## config.mk

```make
export PLATFORM = sky130hd
export DESIGN_NAME = ttl_token_table_core
export DESIGN_NICKNAME = d
export VERILOG_FILES = /design/src/ttl_pkg.sv /design/src/ttl_ram.sv /design/src/ttl_token_table_core.sv
export VERILOG_INCLUDE_DIRS = /design/src /design/src/src
export SDC_FILE = /design/constraint.sdc
export NUM_CORES = 2
export LEC_CHECK = 0
export BUFFER_PORTS_ARGS = -buffer_cell sky130_fd_sc_hd__buf_4
export CORE_MARGIN = 2
export CORE_UTILIZATION = 40
export DETAILED_ROUTE_END_ITERATION = 6
export MAX_ROUTING_LAYER = met4
export SLEW_MARGIN = 20
export SYNTH_ARGS = -nofsm -noshare
export SYNTH_HDL_FRONTEND = slang
export SYNTH_HIERARCHICAL = 1
export SYNTH_MEMORY_MAX_BITS = 65536
export SYNTH_SLANG_ARGS = --single-unit
```

## constraint.sdc

```tcl
create_clock -name clk -period 12.5 [get_ports clk]
set_input_delay 1.875 -clock clk [delete_from_list [all_inputs] [get_ports clk]]
set_output_delay 1.875 -clock clk [all_outputs]
set_load 0.05 [all_outputs]
```

## src/ttl_token_table_core_macros.svh

```systemverilog
// Assertion helpers for the token table core.
// Both sample on clk and stay quiet while rst_n is low.
`ifndef TTL_TOKEN_TABLE_CORE_MACROS_SVH
`define TTL_TOKEN_TABLE_CORE_MACROS_SVH

// Same-cycle implication.
`define TTL_ASSERT_IMP(lbl, ante, cons, msg) \
  lbl: assert property (@(posedge clk) disable iff (!rst_n) (ante) |-> (cons)) \
    else $error(msg);

// Next-cycle implication.
`define TTL_ASSERT_NXT(lbl, ante, cons, msg) \
  lbl: assert property (@(posedge clk) disable iff (!rst_n) (ante) |=> (cons)) \
    else $error(msg);

`endif

```

## src/ttl_pkg.sv

```systemverilog
package ttl_pkg;

  // Entry layout in the table memory: {valid, key, expiry}
  localparam int KEY_W  = 32;
  localparam int EXP_W  = 33;
  localparam int WORD_W = 1 + KEY_W + EXP_W;

  localparam logic [1:0] OP_GENERATE = 2'd0;
  localparam logic [1:0] OP_RENEW    = 2'd1;

  localparam logic [1:0] STAT_OK     = 2'd0;
  localparam logic [1:0] STAT_FULL   = 2'd1;
  localparam logic [1:0] STAT_NO_KEY = 2'd2;

  localparam logic [6:0] COUNT_MAX = 7'd127;

  typedef struct packed {
    logic [1:0]  op;
    logic [31:0] token_key;
    logic [31:0] now;
  } in_req_t;

  typedef struct packed {
    logic [6:0] live_count;
    logic [1:0] status;
  } out_rsp_t;

  typedef enum logic [1:0] {
    S_CLEAR,
    S_IDLE,
    S_SCAN,
    S_DONE
  } state_t;

endpackage

```

## src/ttl_ram.sv

```systemverilog
module ttl_ram #(
  parameter int WIDTH = 66,
  parameter int DEPTH = 64
) (
  input  logic                                       clk,
  input  logic                                       we,
  input  logic [((DEPTH > 1) ? $clog2(DEPTH) : 1)-1:0] waddr,
  input  logic [WIDTH-1:0]                           wdata,
  input  logic                                       re,
  input  logic [((DEPTH > 1) ? $clog2(DEPTH) : 1)-1:0] raddr,
  output logic [WIDTH-1:0]                           rdata
);

  logic [WIDTH-1:0] mem [DEPTH];
  logic [WIDTH-1:0] rdata_r;

  // Write one port, read the other with a registered output
  always_ff @(posedge clk) begin
    if (we) begin
      mem[waddr] <= wdata;
    end
    if (re) begin
      rdata_r <= mem[raddr];
    end
  end

  assign rdata = rdata_r;

endmodule

```

## src/ttl_token_table_core.sv

```systemverilog
// Token table with expiry: each request is scanned over every entry, then committed
// in S_DONE; the strobe follows, and the next request is taken in the strobe cycle.
// The scan reads every entry through the single read port of the table memory, one
// entry a cycle. Reset: a clearing pass writes every entry invalid, busy high
// meanwhile; configuration writes are taken during it. time_to_live resets to 1.
`include "ttl_token_table_core_macros.svh"

module ttl_token_table_core #(
  parameter int TABLE_DEPTH = 64
) (
  input  logic              clk,
  input  logic              rst_n,
  input  logic              start,
  output logic              busy,
  input  ttl_pkg::in_req_t  in_req,
  output logic              out_valid,
  output ttl_pkg::out_rsp_t out_rsp,
  input  logic              cfg_valid,
  output logic              cfg_ready,
  input  logic [31:0]       cfg_data
);

  import ttl_pkg::*;

  localparam int AW = (TABLE_DEPTH > 1) ? $clog2(TABLE_DEPTH) : 1;
  localparam int CW = $clog2(TABLE_DEPTH + 1);
  localparam int XW = (CW > 7) ? CW : 8;
  localparam logic [AW-1:0] LAST = AW'(TABLE_DEPTH - 1);

  state_t state_r, state_nxt;

  logic [31:0] ttl_r;
  logic [AW-1:0] addr_r;
  logic issue_r;
  logic rd_vld_r;
  logic [AW-1:0] rd_idx_r;
  logic rd_last_r;

  // Request held during the scan
  logic [1:0] op_r;
  logic [KEY_W-1:0] key_r;
  logic [31:0] now_r;
  logic [EXP_W-1:0] exp_r;
  logic ttl_nz_r;

  // Scan results
  logic hit_r;
  logic [AW-1:0] hit_idx_r;
  logic hit_live_r;
  logic free_r;
  logic [AW-1:0] free_idx_r;
  logic [CW-1:0] cnt_r;

  logic out_valid_r;
  out_rsp_t out_rsp_r;

  // Memory access
  logic ram_we;
  logic [AW-1:0] ram_waddr;
  logic [WORD_W-1:0] ram_wdata;
  logic ram_re;
  logic [WORD_W-1:0] ram_rdata;

  // Read word fields
  logic rd_valid;
  logic [KEY_W-1:0] rd_key;
  logic [EXP_W-1:0] rd_exp;
  logic rd_match;
  logic rd_live;

  // Commit decision
  logic wr_en;
  logic [AW-1:0] wr_slot;
  logic old_live;
  logic [1:0] status_d;
  logic [CW:0] cnt_adj;
  logic [XW-1:0] cnt_x;

  logic accept;

  assign accept    = start && (state_r == S_IDLE);
  assign busy      = (state_r != S_IDLE);
  assign cfg_ready = 1'b1;

  ttl_ram #(
    .WIDTH(WORD_W),
    .DEPTH(TABLE_DEPTH)
  ) u_table (
    .clk  (clk),
    .we   (ram_we),
    .waddr(ram_waddr),
    .wdata(ram_wdata),
    .re   (ram_re),
    .raddr(addr_r),
    .rdata(ram_rdata)
  );

  // Split the returned entry and test it against the request
  assign rd_valid = ram_rdata[WORD_W-1];
  assign rd_key   = ram_rdata[KEY_W+EXP_W-1:EXP_W];
  assign rd_exp   = ram_rdata[EXP_W-1:0];
  assign rd_match = rd_valid && (rd_key == key_r);
  assign rd_live  = rd_valid && (rd_exp > {1'b0, now_r});

  // Pick the slot to write and the status once the scan is complete
  always_comb begin
    wr_en    = 1'b0;
    wr_slot  = hit_idx_r;
    old_live = 1'b0;
    status_d = STAT_OK;
    case (op_r)
      OP_GENERATE: begin
        if (hit_r) begin
          wr_en    = 1'b1;
          wr_slot  = hit_idx_r;
          old_live = hit_live_r;
        end else if (free_r) begin
          wr_en    = 1'b1;
          wr_slot  = free_idx_r;
        end else begin
          status_d = STAT_FULL;
        end
      end
      OP_RENEW: begin
        if (hit_r && hit_live_r) begin
          wr_en    = 1'b1;
          wr_slot  = hit_idx_r;
          old_live = 1'b1;
        end else begin
          status_d = STAT_NO_KEY;
        end
      end
      default: begin
        status_d = STAT_OK;
      end
    endcase
    cnt_adj = {1'b0, cnt_r} - (CW + 1)'(old_live) + (CW + 1)'(wr_en && ttl_nz_r);
    cnt_x   = XW'(cnt_adj[CW-1:0]);
  end

  // Next state and memory control
  always_comb begin
    state_nxt = state_r;
    ram_we    = 1'b0;
    ram_waddr = addr_r;
    ram_wdata = '0;
    ram_re    = 1'b0;
    case (state_r)
      S_CLEAR: begin
        ram_we = 1'b1;
        if (addr_r == LAST) begin
          state_nxt = S_IDLE;
        end
      end
      S_IDLE: begin
        if (start) begin
          state_nxt = S_SCAN;
        end
      end
      S_SCAN: begin
        ram_re = issue_r;
        if (rd_vld_r && rd_last_r) begin
          state_nxt = S_DONE;
        end
      end
      S_DONE: begin
        ram_we    = wr_en;
        ram_waddr = wr_slot;
        ram_wdata = {1'b1, key_r, exp_r};
        state_nxt = S_IDLE;
      end
      default: begin
        state_nxt = S_IDLE;
      end
    endcase
  end

  // Control registers
  always_ff @(posedge clk) begin
    if (!rst_n) begin
      state_r     <= S_CLEAR;
      addr_r      <= '0;
      issue_r     <= 1'b0;
      rd_vld_r    <= 1'b0;
      out_valid_r <= 1'b0;
      ttl_r       <= 32'd1;
    end else begin
      state_r     <= state_nxt;
      rd_vld_r    <= ram_re;
      out_valid_r <= (state_r == S_DONE);
      if (cfg_valid) begin
        ttl_r <= cfg_data;
      end
      case (state_r)
        S_CLEAR: begin
          addr_r <= (addr_r == LAST) ? '0 : addr_r + 1'b1;
        end
        S_IDLE: begin
          if (start) begin
            addr_r  <= '0;
            issue_r <= 1'b1;
          end
        end
        S_SCAN: begin
          if (issue_r) begin
            if (addr_r == LAST) begin
              issue_r <= 1'b0;
            end else begin
              addr_r <= addr_r + 1'b1;
            end
          end
        end
        default: begin
          issue_r <= 1'b0;
        end
      endcase
    end
  end

  // Latch the request, accumulate the scan, form the result
  always_ff @(posedge clk) begin
    rd_idx_r  <= addr_r;
    rd_last_r <= (addr_r == LAST);
    if (accept) begin
      op_r     <= in_req.op;
      key_r    <= in_req.token_key;
      now_r    <= in_req.now;
      exp_r    <= {1'b0, in_req.now} + {1'b0, ttl_r};
      ttl_nz_r <= (ttl_r != 32'd0);
      hit_r    <= 1'b0;
      free_r   <= 1'b0;
      cnt_r    <= '0;
    end
    if ((state_r == S_SCAN) && rd_vld_r) begin
      if (rd_match && !hit_r) begin
        hit_r      <= 1'b1;
        hit_idx_r  <= rd_idx_r;
        hit_live_r <= rd_live;
      end
      if (!rd_live && !free_r) begin
        free_r     <= 1'b1;
        free_idx_r <= rd_idx_r;
      end
      if (rd_live) begin
        cnt_r <= cnt_r + 1'b1;
      end
    end
    if (state_r == S_DONE) begin
      out_rsp_r.status     <= status_d;
      out_rsp_r.live_count <= (cnt_x > XW'(COUNT_MAX)) ? COUNT_MAX : cnt_x[6:0];
    end
  end

  assign out_valid = out_valid_r;
  assign out_rsp   = out_rsp_r;

  `TTL_ASSERT_NXT(a_done_strobe, state_r == S_DONE, out_valid && !busy, "no strobe after commit")
  `TTL_ASSERT_NXT(a_accept_busy, start && !busy, busy && !out_valid, "accept did not start a scan")
  `TTL_ASSERT_IMP(a_scan_no_write, state_r == S_SCAN || state_r == S_IDLE, !ram_we,
                  "table written outside clear or commit")
  `TTL_ASSERT_IMP(a_cnt_bound, state_r == S_DONE, cnt_r <= CW'(TABLE_DEPTH),
                  "live count above table depth")

endmodule
```

---- Word level (Yosys, flattened, before mapping) ----
Memories as Yosys holds them, arrays and structs flattened. A register that Yosys moved wholly into a read port is not among the register bits.
Index checks and enable logic that the tools add are counted.
storage, ports and cells
  RAM bits ................................ 4224
  memories ................................ 1
  register bits after elaboration ......... 181
  bits of input ports ..................... 102
  logic and storage cells ................. 104
memory list
  name         depth  bits a word  rd ports  clocked after memory_dff  write ports  line           RTL
  u_table.mem  64     66           1         1                         1            ttl_ram.sv:14  logic [WIDTH-1:0] mem [DEPTH];
cells by class
  mux-type cells .......................... 41
  add/subtract/negate cells ............... 5
  bitwise operators ....................... 1
  reduce and logical (&&, ||, !) cells .... 21
  equality and inequality tests ........... 12
  magnitude comparators ................... 2
operators by type and width
  operator                                                          number
  66-bit 2-to-1 mux                                                 1
  6-bit 2-to-1 mux                                                  8
  32-bit by 32-bit adder with 33-bit output                         1
  33-bit by 32-bit greater-than comparator with 1-bit output        1
  32-bit == test                                                    1
  32-bit nonzero test                                               1
  7-bit 2-to-1 mux                                                  3
  1-bit 2-to-1 mux                                                  18
  6-bit one-hot mux with 3 select lines                             1
  2-bit != test (second input constant)                             5
  1-bit logical AND                                                 9
  2-bit 2-to-1 mux                                                  4
  2-bit one-hot mux with 4 select lines                             1
  7-bit by 1-bit adder with 7-bit output                            1
  7-bit by 1-bit adder with 7-bit output (second input constant)    1
  7-bit greater-than comparator (second input constant)             1
  7-bit by 1-bit subtractor with 7-bit output                       1
  6-bit by 1-bit adder with 6-bit output (second input constant)    1
  6-bit == test (second input constant)                             1
  1-bit one-hot mux with 2 select lines                             3
  2-bit AND reduction                                               3
  2-bit by 1-bit == test with 1-bit output (second input constant)  2
  2-bit == test (second input constant)                             2
  2-bit zero test                                                   2
  other kinds (8)                                                   10

---- Longest topological paths before layout ----
  word-level depth ........................ 6
  mapped depth ............................ 14
  mapped depth without buffers ............ 14

---- Hierarchy ----
Netlist, hierarchy kept.
modules (own cells, without submodules)
  module                cells an instance  sequential area each (µm²)  area an instance (µm²)  times used
  ttl_ram               6852               128823.6                    161157.1                1
  ttl_token_table_core  907                4844.6                      9984.6                  1

---- Worst setup path after synthesis ----
No wires, ideal clock.
  kind .................................... register to register
  start ................................... reg state_r[1]
  end ..................................... mem u_table.mem[49][0] (enable)
  data arrival time ....................... 7442 ps
  required time ........................... 11929 ps
  clock period less this slack ............ 8012 ps
  setup slack ............................. 4488 ps
  cell stages (with the launch flop) ...... 10
  path buffers ............................ 4
  cell sequence ........................... dfxtp_1 ha_1 clkbuf_1 clkbuf_1 clkbuf_1 a21oi_1 clkbuf_1 nor2b_1 nand4_1 nor3_1
on the way
  elaborated cells between the ends (all ways) .. 6
RTL lines
  what                      line                         RTL
  start: declaration        ttl_token_table_core.sv:30   state_t state_r, state_nxt;
  start signal: assignment  ttl_token_table_core.sv:188  state_r <= state_nxt;
  2-bit == test             ttl_token_table_core.sv:148  case (state_r)
  6-bit 2-to-1 mux          ttl_token_table_core.sv:148
  named net ram_waddr[3]    ttl_token_table_core.sv:59   logic [AW-1:0] ram_waddr;
  end: declaration          ttl_ram.sv:14
The timed path passes the listed nets, and every way through them passes these cells.

---- Worst setup path in the final report ----
  start ................................... reg state_r[1]
  end ..................................... mem u_table.mem[23][2] (enable)
The elaborated chain is that of the path after synthesis.

==> flow_summary.toml <==
[pwr]
swShare_pct = 26.9
power.switching_w = 0.0100
p_leak_nw = 55.8
power_w = 0.0372
p_clk_share_pct = 34.4
p_comb_share_pct = 19.8
pwr-share-seq_pct = 45.8
peakVddDrop_mv = 0.171
p_int_w = 0.0272
p_per_area_nw_per_um2 = 192

[detailed_routing]
met3_length_um = 47300
post-route-drc-count = 0
met1_length_um = 194000
viasPerCell = 6.04
avgRoutedWirePerCell_um = 33.8
dr_wl_met2_um = 227000
ant_nets = 0
highest_layer = "met4"
wirelength_um = 482000
drtIter0Drc = 12600
drtPass1Iterations = 6
vias = 86000

[finish]
nets = 8350
multi_input_area_um2 = 36000
fillerInstances = 35100
regArea_um2 = 134000
drive_above_1_share_pct = 25.8
area_delta_synth_final_pct = 13.4

[timing]
fin_worst_skew_ns = 0.0707
fin_crit_sh_pct = 47.3
hold_viol_final = 0
setup-tns-final_ns = 0
setup_ws_ns = 6.59
setup_viol = 0
fmax_mhz = 169
rsz0062_at_grt = "false"
tightest_slew_ns = 1.27
whs_ns = 0.427
drv_slew = 0
period_needed_ns = 5.91
max_slew_margin_pct = 14.8

[synth]
yosysMostFrequentCell = "edfxtp_1"
syn_area_per_cell_um2 = 22.1
synth.area.mux_share_pct = 14.2
asyncSetResetFlopFracSynth_pct = 0
synthTopCellsByArea = "edfxtp_1, mux4_2, o22ai_1"
syn_nets = 7944
synth_top_family_by_area = "multiplexers"
synthCells = 7759
yosys.area.top_type = "edfxtp_1"
netlist_area_um2 = 171000
synth_seq_cells = 4471
synth_top_area_share_pct = 77.4
synth_fa_ha_area_share_pct = 0.616
synthTopCellsByCount = "edfxtp_1, mux4_2, o22ai_1"
ys_types = 82
synth-simple-area-share_pct = 2.13
synth_compound_area_share_pct = 3.28
synth_xor_area_share_pct = 0.368
ys_seq_area_share_pct = 78.1
ys.warnings.count = 6
synthFlopType = "edfxtp_1"
synth-edff-count = 4412

[global_route]
grt_max_degree = 114
overflow = 0
grt_pass1_vias = 84200
grt.total_usage_pct = 22.6
antenna_found_initial = 30
grt_pass1_wl_um = 672000

[place]
hpwl_um = 278000
portBuffers = 112
place.gp.congestion = 0.855
pre_cts_slack_ns = 6.70

[clocking]
cts.sinks = 4471
holdBufCountCts = 0
cts_buffer_depth = 4
htreeDepth = 5
cts_root_buffer = "clkbuf_16"
cts_setup_buffers = 0
cts_resized = 0
cts_tree = "done"
clk_latency_ns = 1.00
cts_made_buffers = 442
clk_pin_slew_ns = 0.06

[worst_setup_path]
cpLargestDelayFamily = "simple AND/OR/NAND/NOR gates"
path_max_fanout = 62
critical_path_depth = 7
critical_path_class = "reg -> reg"
crit_buf_inv = 2
critPathSlowestCell = "nor2_4"
endpoint_kind = "flop"
worstPathCellList = "ha_4 > buf_4 > nor2_1 > a21oi_1 > nand4_1 > nor2_4 > buf_4"
reg2reg_depth = 7
worstPathArrival_ns = 6.50
critPathLaunchType = "flop"
crit_required_ns = 13.09
crit_path_frequent_cell = "buf_4"
slowest_delay_ns = 1.11

[die]
die_area_um2 = 433000
io_pins = 114
fp.dieW_um = 658
die_h_um = 658
core_area_um2 = 427000
initial_core_util_pct = 40.1
rows = 240

[flow_run]
maxCapViolCount = 0

[hold_path]
hp-class = "reg -> reg"
min_path_cells = 0

[run_status]
outcome = "finished, final reports clean"
[cell usage in the layout (no fill, tap or decap), types with 48 or more instances in the layout]
master,n
buf_4,370
inv_1,61
clkinv_2,74
o22ai_1,319
dfxtp_1,53
a211oi_1,109
a21oi_1,60
nor2b_1,122
a22oi_1,53
clkbuf_1,78
nor2_4,62
ha_1,80
nor3_1,53
nor2_1,98
clkinv_1,134
o221ai_1,66
nor4_1,59
edfxtp_1,4412
nand3_1,48
mux2i_1,142
and2_2,48
clkbuf_16,445
o22a_1,56
mux4_2,1009
nand2_1,65
[area by class of cell]
class	instances	share of cell area, %
flip-flops and latches	4471	68.9
multi-input cells	2797	18.6
clock buffers	525	5.90
well taps	5687	3.67
repair buffers	391	1.64
clock inverters	279	1.19
inverters	62	0.122
diodes	23	0.0297
[sequential cells by signal (all words and copies together) (netlist names), 7 cells and up]
signal,count
u_table/mem,4224
ttl_r,32
now_r,32
cnt_r,7
u_table/rdata,66
key_r,32
out_rsp,9
exp_r,33
[power groups by stage]
stage               combinational, W  clock, W  sequential [W]
detailed placement           0.00742         0          0.0174
global placement             0.00740         0          0.0173
global route                 0.00778    0.0135          0.0171
CTS                          0.00745    0.0130          0.0170
finish                       0.00737    0.0128          0.0170
floorplan                    0.00529         0          0.0173
[per-stage QoR]
stage          area, um2  util [%]  cells
2_1_floorplan     171000         -   7759
3_3_place_gp      180000      42.2  13400
3_5_place_dp      180000      42.2  13400
4_1_cts           194000      45.5  14200
5_1_grt           194000      45.5  14200
6_report          194000      45.5  14200
[routing by layer]
layer	track usage [%]	vias up
met4	5.77	0
met2	34.7	4726
met1	31.7	46700
met5	-	-
li1	-	33800
met3	3.50	710
[kinds of logic after synthesis]
| family | count (synthesis) |
|---|---|
| flops | 4471 |
| mux | 1160 |
| compound gates | 792 |
| simple gates | 689 |
| buf+inv | 491 |
| fa+ha+maj | 83 |
| xor+xnor | 72 |
| other cells | 1 |
[worst paths after layout]
| kind | startpoint | endpoint | slack [ns] |
|---|---|---|---|
| worst max register to register | state_r[1]$_SDFFE_PN0P_ | u_table/mem[23][2]$_DFFE_PP_ | 6.59 |
| worst min-delay path | rd_idx_r[4]$_DFF_P_ | free_idx_r[4]$_DFFE_PP_ | 0.43 |
| worst max-delay path | state_r[1]$_SDFFE_PN0P_ | u_table/mem[23][2]$_DFFE_PP_ | 6.59 |
| worst min register to register | rd_idx_r[4]$_DFF_P_ | free_idx_r[4]$_DFFE_PP_ | 0.43 |
Note: power is estimated with default switching activity, not from simulation.
